$ cat src/dsfr_pkg.sv
// Shared types, symbol codes and CRC-16 byte update for the DLE/STX frame receiver.
`default_nettype none
package dsfr_pkg;

  localparam logic [7:0] SYM_DLE = 8'h10;
  localparam logic [7:0] SYM_STX = 8'h02;
  localparam logic [7:0] SYM_ETX = 8'h03;
  localparam logic [7:0] SYM_ENQ = 8'h05;
  localparam logic [7:0] SYM_ACK = 8'h06;
  localparam logic [7:0] SYM_NAK = 8'h15;

  localparam logic [15:0] CRC_POLY = 16'hA001;

  typedef enum logic [1:0] {
    KIND_DATA = 2'd0,
    KIND_ACK  = 2'd1,
    KIND_NAK  = 2'd2
  } kind_t;

  typedef enum logic [5:0] {
    PH_HUNT      = 6'b000001,
    PH_HUNT_DLE  = 6'b000010,
    PH_FRAME     = 6'b000100,
    PH_FRAME_DLE = 6'b001000,
    PH_CRC_LO    = 6'b010000,
    PH_CRC_HI    = 6'b100000
  } phase_t;

  typedef struct packed {
    logic       valid;
    kind_t      kind;
    logic [7:0] data;
  } result_t;

  // reflected CRC-16, one byte
  function automatic logic [15:0] crc_update(input logic [15:0] crc, input logic [7:0] b);
    logic [15:0] c;
    c = {crc[15:8], crc[7:0] ^ b};
    for (int k = 0; k < 8; k++) begin
      if (c[0]) begin
        c = (c >> 1) ^ CRC_POLY;
      end else begin
        c = c >> 1;
      end
    end
    return c;
  endfunction

endpackage
`default_nettype wire

$ cat src/dsfr_in_stage.sv
// Input register stage holding one received byte.
`default_nettype none
module dsfr_in_stage (
  input  wire logic       clk,
  input  wire logic       rst,
  input  wire logic       in_valid,
  output logic            in_ready,
  input  wire logic [7:0] rx_byte,
  input  wire logic       take,
  output logic            held_valid,
  output logic [7:0]      held_byte
);

  assign in_ready = !held_valid || take;

  always_ff @(posedge clk) begin
    if (rst) begin
      held_valid <= 1'b0;
    end else if (in_ready) begin
      held_valid <= in_valid;
    end
  end

  always_ff @(posedge clk) begin
    if (in_valid && in_ready) begin
      held_byte <= rx_byte;
    end
  end

endmodule
`default_nettype wire

$ cat src/dsfr_decoder.sv
// Frame phase tracking, unstuffing and CRC check for one byte per cycle while take is high.
`default_nettype none
module dsfr_decoder (
  input  wire logic       clk,
  input  wire logic       rst,
  input  wire logic       take,
  input  wire logic [7:0] byte_in,
  output dsfr_pkg::result_t res
);

  dsfr_pkg::phase_t phase, phase_next;
  logic [15:0] crc_accum, crc_accum_next;
  logic [7:0]  crc_low_received;
  logic [15:0] crc_of_byte;
  logic [15:0] crc_of_dle;
  logic [15:0] crc_of_etx;
  logic        is_term;

  assign crc_of_byte = dsfr_pkg::crc_update(crc_accum, byte_in);
  assign crc_of_dle  = dsfr_pkg::crc_update(crc_accum, dsfr_pkg::SYM_DLE);
  assign crc_of_etx  = dsfr_pkg::crc_update(crc_accum, dsfr_pkg::SYM_ETX);
  assign is_term = (byte_in == dsfr_pkg::SYM_ENQ) || (byte_in == dsfr_pkg::SYM_ACK) ||
                   (byte_in == dsfr_pkg::SYM_NAK);

  always_comb begin
    phase_next     = dsfr_pkg::PH_HUNT;
    crc_accum_next = crc_accum;
    res.valid      = 1'b0;
    res.kind       = dsfr_pkg::KIND_DATA;
    res.data       = 8'h00;
    unique case (phase)
      dsfr_pkg::PH_HUNT_DLE: begin
        if (byte_in == dsfr_pkg::SYM_STX) begin
          phase_next     = dsfr_pkg::PH_FRAME;
          crc_accum_next = 16'h0000;
        end else if (is_term || byte_in == dsfr_pkg::SYM_ETX) begin
          res.valid = 1'b1;
          res.kind  = dsfr_pkg::KIND_NAK;
        end
      end
      dsfr_pkg::PH_FRAME: begin
        if (byte_in == dsfr_pkg::SYM_DLE) begin
          phase_next = dsfr_pkg::PH_FRAME_DLE;
        end else begin
          phase_next     = dsfr_pkg::PH_FRAME;
          crc_accum_next = crc_of_byte;
          res.valid      = 1'b1;
          res.data       = byte_in;
        end
      end
      dsfr_pkg::PH_FRAME_DLE: begin
        if (byte_in == dsfr_pkg::SYM_ETX) begin
          phase_next     = dsfr_pkg::PH_CRC_LO;
          crc_accum_next = crc_of_etx;
        end else if (is_term || byte_in == dsfr_pkg::SYM_STX) begin
          res.valid = 1'b1;
          res.kind  = dsfr_pkg::KIND_NAK;
        end else begin
          // DLE DLE or DLE + other byte: one DLE, second byte dropped
          phase_next     = dsfr_pkg::PH_FRAME;
          crc_accum_next = crc_of_dle;
          res.valid      = 1'b1;
          res.data       = dsfr_pkg::SYM_DLE;
        end
      end
      dsfr_pkg::PH_CRC_LO: begin
        phase_next = dsfr_pkg::PH_CRC_HI;
      end
      dsfr_pkg::PH_CRC_HI: begin
        res.valid = 1'b1;
        res.kind  = ({byte_in, crc_low_received} == crc_accum) ? dsfr_pkg::KIND_ACK
                                                                : dsfr_pkg::KIND_NAK;
      end
      default: begin
        phase_next = (byte_in == dsfr_pkg::SYM_DLE) ? dsfr_pkg::PH_HUNT_DLE
                                                     : dsfr_pkg::PH_HUNT;
      end
    endcase
  end

  always_ff @(posedge clk) begin
    if (rst) begin
      phase     <= dsfr_pkg::PH_HUNT;
      crc_accum <= 16'h0000;
    end else if (take) begin
      phase     <= phase_next;
      crc_accum <= crc_accum_next;
    end
  end

  always_ff @(posedge clk) begin
    if (take && phase == dsfr_pkg::PH_CRC_LO) begin
      crc_low_received <= byte_in;
    end
  end

endmodule
`default_nettype wire

$ cat src/dle_stx_frame_receiver_crc16.sv
// An accepted byte is held in the input reg, then its result goes to the result reg.
// Throughput: one byte per cycle unless out_ready back-pressure stalls; the byte-wide CRC-16
// update and phase decode fit in the single stage between the input and result registers.
// Reset (synchronous, active high): hunting phase, CRC cleared, both stages empty.
`default_nettype none
module dle_stx_frame_receiver_crc16 (
  input  wire logic       clk,
  input  wire logic       rst,
  input  wire logic       in_valid,
  output logic            in_ready,
  input  wire logic [7:0] rx_byte,
  output logic            out_valid,
  input  wire logic       out_ready,
  output logic [1:0]      out_kind,
  output logic [7:0]      payload_byte
);

  logic              held_valid;
  logic [7:0]        held_byte;
  logic              take;
  dsfr_pkg::result_t res;

  assign take = held_valid && (!out_valid || out_ready);

  dsfr_in_stage u_in (
    .clk        (clk),
    .rst        (rst),
    .in_valid   (in_valid),
    .in_ready   (in_ready),
    .rx_byte    (rx_byte),
    .take       (take),
    .held_valid (held_valid),
    .held_byte  (held_byte)
  );

  dsfr_decoder u_dec (
    .clk     (clk),
    .rst     (rst),
    .take    (take),
    .byte_in (held_byte),
    .res     (res)
  );

  always_ff @(posedge clk) begin
    if (rst) begin
      out_valid <= 1'b0;
    end else if (take) begin
      out_valid <= res.valid;
    end else if (out_ready) begin
      out_valid <= 1'b0;
    end
  end

  always_ff @(posedge clk) begin
    if (take) begin
      out_kind     <= res.kind;
      payload_byte <= res.data;
    end
  end

endmodule
`default_nettype wire

$ cat config.mk
export PLATFORM = sky130hd
export DESIGN_NAME = dle_stx_frame_receiver_crc16
export DESIGN_NICKNAME = d
export VERILOG_FILES = /design/src/dsfr_pkg.sv /design/src/dsfr_in_stage.sv /design/src/dsfr_decoder.sv /design/src/dle_stx_frame_receiver_crc16.sv
export SDC_FILE = /design/constraint.sdc
export NUM_CORES = 1
export LEC_CHECK = 0
export BUFFER_PORTS_ARGS = -buffer_cell sky130_fd_sc_hd__buf_4
export CAP_MARGIN = 0
export CORE_ASPECT_RATIO = 1.2
export CORE_MARGIN = 5
export CORE_UTILIZATION = 35
export DETAILED_ROUTE_END_ITERATION = 6
export PLACE_DENSITY = 0.54
export SKIP_CTS_REPAIR_TIMING = 1
export SLEW_MARGIN = 20
export SYNTH_ARGS = -nofsm -noshare
export SYNTH_HDL_FRONTEND = slang
export SYNTH_SLANG_ARGS = --single-unit
export TNS_END_PERCENT = 10
$ cat constraint.sdc
create_clock -name clk -period 5.3 [get_ports clk]
set_input_delay 1.06 -clock clk [delete_from_list [all_inputs] [get_ports clk]]
set_output_delay 1.06 -clock clk [all_outputs]
set_load 0.01 [all_outputs]
* Word-level counts from Yosys, hierarchy flattened *
Index checks and enable logic that the tools add are counted.

cells by class
  equality and inequality tests = 15
  muxes and demuxes = 48
  bitwise operators = 27
  reduce and logical (&&, ||, !) cells = 14

operator list
  cell                                                                   number
  16-bit two-way mux                                                     28
  2-bit NOT with 3-bit output                                            24
  16-bit one-hot mux with 3 select lines                                 1
  6-bit one-hot mux with 5 select lines                                  1
  16-bit equality test                                                   1
  8-bit by 2-bit equality test with 1-bit output, second input constant  2
  8-bit by 3-bit equality test with 1-bit output, second input constant  2
  8-bit by 5-bit equality test with 1-bit output, second input constant  2
  8-bit one-hot mux with 2 select lines                                  1
  3-bit two-way mux                                                      4
  11-bit two-way mux                                                     1
  8-bit two-way mux                                                      1
  8-bit XOR                                                              1
  6-bit by 2-bit equality test with 1-bit output, second input constant  1
  6-bit by 3-bit equality test with 1-bit output, second input constant  1
  6-bit by 4-bit equality test with 1-bit output, second input constant  1
  6-bit by 5-bit equality test with 1-bit output, second input constant  1
  6-bit equality test, second input constant                             1
  1-bit logical OR                                                       6
  2-bit two-way mux                                                      3
  6-bit two-way mux                                                      1
  2-bit one-hot mux with 3 select lines                                  1
  5-bit two-way mux                                                      1
  5-bit AND reduction                                                    1
  other kinds (12)                                                       17

word-level totals
  bits in registers = 50
  bits of input ports = 12
  logic and storage cells = 112

* Logic depth before layout (Yosys ltp) *
Gate-level depths: netlist of run 1.

  depth after elaboration = 19
  depth in mapped cells = 9
  mapped depth without buffers = 7

* By module *
From an unflattened synthesis of run 1, not the netlist that was laid out.

unflattened totals
  cell total of the unflattened synthesis = 297
  area total of the unflattened synthesis = 2992.9 sq um

by module, submodules not included
  module                        times used  cells an instance  area an instance (sq um)  sequential area each (sq um)
  dsfr_decoder                  1           269                2346.0                    680.7
  dle_stx_frame_receiver_crc16  1           15                 351.6                     320.3
  dsfr_in_stage                 1           13                 295.3                     260.2

* Worst setup path before layout of run 1 *
Ideal clock, no wire load.

  path kind = input port to flip-flop
  start point = input out_ready
  end point = register u_dec.crc_accum[13]
  setup time = 0.132 ns
  arrival = 2.765 ns
  required time = 5.168 ns
  path slack = 2.403 ns
  stages on the path = 8
  path buffers = 1
  cell sequence = nand2b_1 nand2_1 inv_1 o21ai_0 or3_1 buf_2 a311oi_1 nor3_1

on the way
  longest elaborated chain between the ends = 3

RTL lines
  element                        RTL line                            RTL
  from (decl)                    dle_stx_frame_receiver_crc16.sv:13  input wire logic out_ready,
  1-bit logical OR               dle_stx_frame_receiver_crc16.sv:23  assign take = held_valid && (!out_valid || out_ready);
  1-bit logical AND              dle_stx_frame_receiver_crc16.sv:23
  named net take                 dle_stx_frame_receiver_crc16.sv:20  logic take;
  5-bit AND reduction (no line)  --
  to (signal assigned)           dsfr_decoder.sv:87                  crc_accum <= crc_accum_next;
  to (decl)                      dsfr_decoder.sv:12                  logic [15:0] crc_accum, crc_accum_next;

The timed path passes the listed nets, and every way through them passes these cells.
A chain may end at the register's enable or synchronous reset.

* Worst setup path in the final report of run 1 *
  start point = input out_ready
  end point = register u_dec.crc_accum[0]

The elaborated chain is that of the path after synthesis.

==> results of run 1 <==
-- Yosys cell counts, types with 2 or more instances --
| cell | n | area share |
|---|---|---|
| sky130_fd_sc_hd__clkbuf_1 | 14 | 0.020 |
| sky130_fd_sc_hd__a211oi_1 | 3 | 0.0084 |
| sky130_fd_sc_hd__or2_2 | 3 | 0.0070 |
| sky130_fd_sc_hd__inv_1 | 4 | 0.0056 |
| sky130_fd_sc_hd__nor4_1 | 7 | 0.016 |
| sky130_fd_sc_hd__o211ai_1 | 4 | 0.011 |
| sky130_fd_sc_hd__buf_2 | 4 | 0.0074 |
| sky130_fd_sc_hd__xnor2_1 | 9 | 0.029 |
| sky130_fd_sc_hd__a21oi_1 | 16 | 0.030 |
| sky130_fd_sc_hd__mux2i_1 | 4 | 0.015 |
| sky130_fd_sc_hd__a31oi_1 | 2 | 0.0047 |
| sky130_fd_sc_hd__edfxtp_1 | 26 | 0.29 |
| sky130_fd_sc_hd__xnor3_1 | 3 | 0.025 |
| sky130_fd_sc_hd__and2_1 | 9 | 0.021 |
| sky130_fd_sc_hd__nand3_1 | 9 | 0.017 |
| sky130_fd_sc_hd__nand4b_1 | 2 | 0.0065 |
| sky130_fd_sc_hd__nor3b_1 | 2 | 0.0056 |
| sky130_fd_sc_hd__nand2b_1 | 4 | 0.0093 |
| sky130_fd_sc_hd__dfxtp_1 | 24 | 0.18 |
| sky130_fd_sc_hd__nor2_1 | 27 | 0.038 |
| sky130_fd_sc_hd__xor2_1 | 31 | 0.10 |
| sky130_fd_sc_hd__a22oi_1 | 2 | 0.0056 |
| sky130_fd_sc_hd__o21ai_0 | 8 | 0.015 |
| sky130_fd_sc_hd__a32oi_1 | 2 | 0.0065 |
| sky130_fd_sc_hd__nand2_1 | 21 | 0.029 |
| sky130_fd_sc_hd__nor3_1 | 8 | 0.015 |
| sky130_fd_sc_hd__buf_6 | 2 | 0.0084 |
-- logic make-up (layout without fill, tap and decap cells) --
family / Yosys count / in the layout
AO/OA/AOI/OAI: 46 / 46
XOR/XNOR: 44 / 44
buffers and inverters: 25 / 35
flip-flops: 50 / 50
multiplexers: 4 / 4
AND/OR/NAND/NOR: 102 / 102
-- through the flow --
step / setup slack [ns] / hold WS (ns) / area, um2 / util / total power [mW]
after floorplan: 2.403 / 0.4206 / 2690 / - / 0.4646
after detailed placement: 1.850 / 0.4815 / 2878 / 0.3799 / 0.4830
after CTS: 2.161 / 0.4992 / 2968 / 0.3917 / 0.7069
after global routing: 1.941 / 0.5366 / 2968 / 0.3917 / 0.7294
after global placement: 1.932 / 0.4752 / 2878 / 0.3799 / 0.4826
final: 2.180 / 0.4949 / 2968 / 0.3917 / 0.6983
-- routing by layer --
layer | part of all wire | vias to the layer above | track usage | routed length, um
met2 | 0.49 | 54 | 0.2150 | 2933
met4 | 0.019 | 0 | 0.05426 | 111
met1 | 0.45 | 914 | 0.1605 | 2657
met5 | 0 | - | 0 | 0
met3 | 0.040 | 9 | 0.02689 | 238
li1 | - | 969 | - | -
-- power by group through the flow --
stage / Sequential (mW) / Clock (mW) / Combinational [mW]
2_1_floorplan: 0.425 / 0 / 0.0400
3_3_place_gp: 0.434 / 0 / 0.0483
3_5_place_dp: 0.434 / 0 / 0.0491
4_1_cts: 0.425 / 0.233 / 0.0492
5_1_grt: 0.426 / 0.250 / 0.0533
6_report: 0.425 / 0.225 / 0.0488
-- worst min-delay path: stages (launching register included) --
cell and delay (ns):
sky130_fd_sc_hd__dfxtp_1 0.34, sky130_fd_sc_hd__nand3_1 0.07, sky130_fd_sc_hd__a21oi_1 0.06
-- layout make-up --
cell class | count | area (um2) | area share
multi-input cells | 196 | 1314 | 0.4427
clock inverters | 3 | 21.27 | 0.007167
inverters | 4 | 15.01 | 0.005059
well taps | 92 | 115.1 | 0.03879
clock buffers | 5 | 68.82 | 0.02319
flip-flops and latches | 50 | 1261 | 0.4250
repair buffers | 23 | 172.7 | 0.05818
-- final timing paths --
| path | slack (ns) | from | end | cells after the start |
|---|---|---|---|---|
| hold / removal | 0.49 | u_dec.crc_accum[11] | u_dec.crc_accum[3] | 2 |
| setup / recovery | 2.18 | out_ready | u_dec.crc_accum[0] | 8 |
| hold reg to reg | 0.49 | u_dec.crc_accum[11] | u_dec.crc_accum[3] | 2 |
| setup reg to reg | 2.22 | u_dec.phase[5] | u_dec.crc_accum[0] | 6 |
-- state kept, by name, summed over array words and instances, names as in the netlist --
register and cells:
u_dec.crc_accum 16, out_kind 2, u_dec.phase 6, u_in.held_byte 8, u_in.held_valid 1, u_dec.crc_low_received 8, payload_byte 8, out_valid 1
==> implementation parameters, run 1 <==
Parameter                              Value

Global route
  Global-route wire length before repair ... 9832 um
  Number of global-route vias before repair ... 1931
  Total Routing Usage GR ... 0.1287
  Antenna violations before repair ... 0
  Pin count of the biggest net entering global routing ... 25
  Residual overflow from global routing ... 0

Final layout
  Commonest non-fill, non-tap cells in the layout ... 31 x sky130_fd_sc_hd__xor2_1, 27 x sky130_fd_sc_hd__nor2_1, 26 x sky130_fd_sc_hd__edfxtp_1
  # nets final ... 292
  Non-Filler Instances ... 373
  Leading cell type in the layout, fill and taps excluded ... sky130_fd_sc_hd__xor2_1
  Synth-to-layout area growth ... 10.33%
  Layout cells sized above 1 ... 0.1352
  Number of filler cells placed in the layout ... 758
  Number of antenna diodes ... 0

STA
  Maximum frequency from static timing analysis ... 0.3205 GHz
  Final hold violations ... 0
  Tightest Pin Transition ... 0.7918 ns
  Worst clock skew ... 0.006052 ns
  Minimum clock period ... 3.120 ns
  # setup viols final ... 0
  Sum of negative setup slack ... 0 ns
  Unrepaired setup endpoints after global routing ... false
  Relative slew margins ... 0.4704
  Final critical-path share of the clock period ... 0.5886
  Final max-slew violation count ... 0

Worst setup path
  Endpoint arrival time on the critical path ... 3.31 ns
  Critical path launch point type ... primary input
  Cell with the biggest individual delay on the critical path ... sky130_fd_sc_hd__or3_1
  Number of buffer and inverter stages on the critical path ... 2
  CP cell instances ... buf_4 > nand2b_1 > nand2_1 > inv_1 > o21ai_0 > or3_1 > nor4bb_1 > nor4_1
  Type of the setup path with the least slack ... primary input to flop
  Endpoint required time on the critical path ... 5.49 ns
  Crit-path leading delay family ... simple AND/OR/NAND/NOR gates
  Highest net fanout along the worst path ... 13
  Kind of capture point of the worst setup path ... flop
  Crit-path max cell delay ... 0.66 ns

Floorplan
  Die area ... 9546 um2
  Row count ... 35
  Core region area ... 7576 um2
  Die X-Extent ... 90.03 um
  IO Count ... 24
  Die height ... 106.0 um
  Initial Utilization ... 0.3551

Pwr
  Internal Dissipation ... 0.5300 mW
  Static leakage ... 1.133 nW
  Switching power ... 0.1684 mW
  VDD IR max ... 0.0001216 V
  Pwr Density ... 235.3 nW/um2
  Share of total power in the clock network ... 0.322
  Share of power burned in registers ... 0.608
  Switching share of total power ... 0.2411
  Portion of total power attributed to combinational logic ... 0.070

Logic synthesis
  Count of synthesis-stage warnings from yosys ... 0
  Number of distinct standard cells referenced by the synthesized netlist ... 48
  Share of synthesized area spent on multiplexers ... 0.01488
  Share of async-settable or async-resettable flops after synthesis ... 0
  Register area share after synthesis ... 0.4688
  Post-synthesis share of cell area spent on xor and xnor gates ... 0.1642
  Number of enable flip-flop cells after synthesis ... 26
  Top flip-flop cell by instance count after synthesis ... sky130_fd_sc_hd__edfxtp_1
  Adder-cell share of the synthesized area ... 0
  Compound-gate portion of the synthesized area ... 0.1102
  Mapped Area ... 2690 um2
  Post-Syn Area per Cell ... 9.926 um2
  Number of standard cells after synthesis ... 271
  Flop and latch count out of synthesis ... 50
  Number of nets produced by synthesis ... 283
  Main combinational cell family by area after synthesis ... simple AND/OR/NAND/NOR gates
  Simple-Gate Fraction of Synth Area ... 0.1991

Placed design
  Detailed placer's ending HPWL ... 4180 um
  Weighted congestion at the end of routability-driven global placement ... 0.8507
  Number of placed cells counting well taps ... 365
  Input/output buffers ... 23

Routing
  Initial DRT Pass Iterations ... 4
  DRC ... 0
  Starting DRT DRC Count ... 168
  Total length of routed wires ... 5939 um
  Wirelength per Cell ... 15.92 um
  Via density per instance ... 5.217
  Count of vias placed by the detailed router ... 1946
  Detail Route Antenna Nets ... 0

CTS
  Level count of the clock H-tree ... 2
  Number of clock buffers inserted by TritonCTS ... 5
  Insertion delay to the later sink of the worst-skew pair ... 0.30 ns
  TritonCTS clock tree ... yes
  Clock transition at the registers of the reported paths ... 0.10 ns
  Number of buffers on the longest clock path ... 2
  # clock sinks ... 50
  Clock root buffer ... sky130_fd_sc_hd__clkbuf_8

Run status
  Status ... complete, no violations

Job
  Count of max-cap constraint violations ... 0

Min path
  Worst min-delay path class ... flop to flop
(Power assumes the default switching activity.)
==> run 2, diff against run 1 <==
--- a/config.mk
+++ b/config.mk
@@ -11,7 +11,7 @@
 export CORE_MARGIN = 5
 export CORE_UTILIZATION = 35
 export DETAILED_ROUTE_END_ITERATION = 6
-export PLACE_DENSITY = 0.54
+export PLACE_DENSITY = 0.55
 export SKIP_CTS_REPAIR_TIMING = 1
 export SLEW_MARGIN = 20
 export SYNTH_ARGS = -nofsm -noshare
==> constraint.sdc (replaced) <==
create_clock -name clk -period 2.5 [get_ports clk]
set_input_delay 0.5 -clock clk [delete_from_list [all_inputs] [get_ports clk]]
set_output_delay 0.5 -clock clk [all_outputs]
set_load 0.01 [all_outputs]
==> implementation parameters, run 2 (synthesis results as in run 1) <==
Parameter                              Value

Global route
  Total Routing Usage GR ... 0.1348
  Pin count of the biggest net entering global routing ... 25
  Antenna violations before repair ... 0
  Global-route wire length before repair ... 10370 um
  Residual overflow from global routing ... 0
  Number of global-route vias before repair ... 1993

Routing
  Initial DRT Pass Iterations ... 4
  Total length of routed wires ... 6201 um
  Detail Route Antenna Nets ... 0
  DRC ... 0
  Count of vias placed by the detailed router ... 1979
  Wirelength per Cell ... 15.74 um
  Starting DRT DRC Count ... 142
  Via density per instance ... 5.023

Worst setup path
  Critical path launch point type ... flop
  Beginning of the worst register-to-register path ... u_in.held_byte[1]
  Endpoint required time on the critical path ... 2.72 ns
  Kind of capture point of the worst setup path ... flop
  Highest net fanout along the worst path ... 12
  Timing startpoint of the critical path ... u_in.held_byte[1]
  Type of the setup path with the least slack ... flop to flop
  Endpoint arrival time on the critical path ... 2.55 ns

CTS
  TritonCTS clock tree ... yes
  Level count of the clock H-tree ... 2
  # clock sinks ... 50
  Number of clock buffers inserted by TritonCTS ... 5
  Clock root buffer ... sky130_fd_sc_hd__clkbuf_8
  Insertion delay to the later sink of the worst-skew pair ... 0.31 ns
  Clock transition at the registers of the reported paths ... 0.10 ns
  Number of buffers on the longest clock path ... 2

Final layout
  Area of combinational cells with multiple inputs ... 1336 um2
  Non-Filler Cell Area, Final ... 3174 um2
  Share of the core filled with cells in the final layout ... 0.4190
  Synth-to-layout area growth ... 18.00%
  Layout cells sized above 1 ... 0.2086
  Flip-flop count of the largest register after layout ... 16
  Leading cell type in the layout, fill and taps excluded ... sky130_fd_sc_hd__buf_4
  Register area ... 1261 um2
  Commonest non-fill, non-tap cells in the layout ... 44 x sky130_fd_sc_hd__buf_4, 31 x sky130_fd_sc_hd__xor2_1, 27 x sky130_fd_sc_hd__nor2_1
  Number of antenna diodes ... 0
  # nets final ... 313
  Register name with the most flops ... u_dec.crc_accum
  Number of filler cells placed in the layout ... 749

Floorplan
  IO Count ... 24
  Row count ... 35
  Initial Utilization ... 0.3551
  Core region area ... 7576 um2
  Die X-Extent ... 90.03 um
  Die area ... 9546 um2
  Die height ... 106.0 um

Pwr
  VDD IR max ... 0.0002941 V
  Internal Dissipation ... 1.241 mW
  Portion of total power attributed to combinational logic ... 0.079
  Switching power ... 0.3707 mW
  Share of power burned in registers ... 0.551
  Pwr Density ... 507.7 nW/um2
  Switching share of total power ... 0.2300
  Share of total power in the clock network ... 0.369
  Static leakage ... 1.255 nW

STA
  Final critical-path share of the clock period ... 0.9324
  Final hold violations ... 0
  # setup viols final ... 0
  Final worst-path setup slack ... 0.1690 ns
  Worst hold slack ... 0.3598 ns
  Tightest Pin Transition ... 0.5251 ns
  Worst clock skew ... 0.005076 ns
  Relative slew margins ... 0.6499
  Unrepaired setup endpoints after global routing ... false
  Minimum clock period ... 2.331 ns
  Sum of negative setup slack ... 0 ns
  Maximum frequency from static timing analysis ... 0.4290 GHz
  Final max-slew violation count ... 0

Run status
  Status ... complete, no violations

Placed design
  Setup WS pre-CTS ... 0.1114 ns
  Input/output buffers ... 23
  Weighted congestion at the end of routability-driven global placement ... 0.8518
  Detailed placer's ending HPWL ... 4628 um
  Area post-placement ... 3028 um2

Job
  Count of max-cap constraint violations ... 0

Min path
  Hold path startpoint ... rx_byte[7]
  Worst min-delay path class ... primary input to flop
-- run 2: cell types whose count changed in the layout (fill, tap and decap cells not counted), sizes merged --
cell	change
clkinv	-2
bufinv	+1
clkinvlp	-1
buf	+21
inv	+2
-- run 2: worst paths after layout --
| check | endpoint | slack [ns] | cells after the start |
|---|---|---|---|
| max reg2reg | u_dec.crc_accum[9] | 0.17 | 8 |
| min reg2reg | u_dec.crc_accum[10] | 0.50 | 2 |
| min | u_in.held_byte[7] | 0.36 | 1 |
| max | u_dec.crc_accum[9] | 0.17 | 8 |
-- run 2: layout make-up --
class / instances / area share
Sequential cell: 50 / 0.3973
Tap cell: 92 / 0.03626
Inverter: 4 / 0.004730
Clock buffer: 5 / 0.02168
Clock inverter: 3 / 0.01498
Timing Repair Buffer: 44 / 0.1041
Multi-Input combinational cell: 196 / 0.4210
-- run 2: power by group through the flow --
stage	Combinational, mW	Clock (mW)	Sequential (mW)
2_1_floorplan	0.0847	0	0.900
3_3_place_gp	0.126	0	0.908
3_5_place_dp	0.127	0	0.908
4_1_cts	0.127	0.613	0.889
5_1_grt	0.138	0.642	0.891
6_report	0.128	0.596	0.889
-- run 2: critical path: stages (launching register included) --
cell                        delay, ns
sky130_fd_sc_hd__edfxtp_1        0.63
sky130_fd_sc_hd__and3b_1         0.25
sky130_fd_sc_hd__o2111ai_1       0.28
sky130_fd_sc_hd__o21ai_1         0.12
sky130_fd_sc_hd__buf_4           0.16
sky130_fd_sc_hd__nor3_4          0.27
sky130_fd_sc_hd__buf_4           0.25
sky130_fd_sc_hd__nor2_1          0.05
sky130_fd_sc_hd__a211oi_1        0.22
-- run 2: per-stage QoR --
step | instances | total power, mW
after floorplan | 271 | 0.9846
after global placement | 385 | 1.034
after detailed placement | 385 | 1.035
after CTS | 393 | 1.629
after global routing | 394 | 1.671
final | 394 | 1.612
-- run 2: metal layers --
metal / vias up / GRT usage / share of wire
met4: 0 / 0.05106 / 0.021
li1: 1011 / - / -
met2: 38 / 0.2238 / 0.49
met5: - / 0 / 0
met1: 919 / 0.1749 / 0.46
met3: 11 / 0.02335 / 0.032
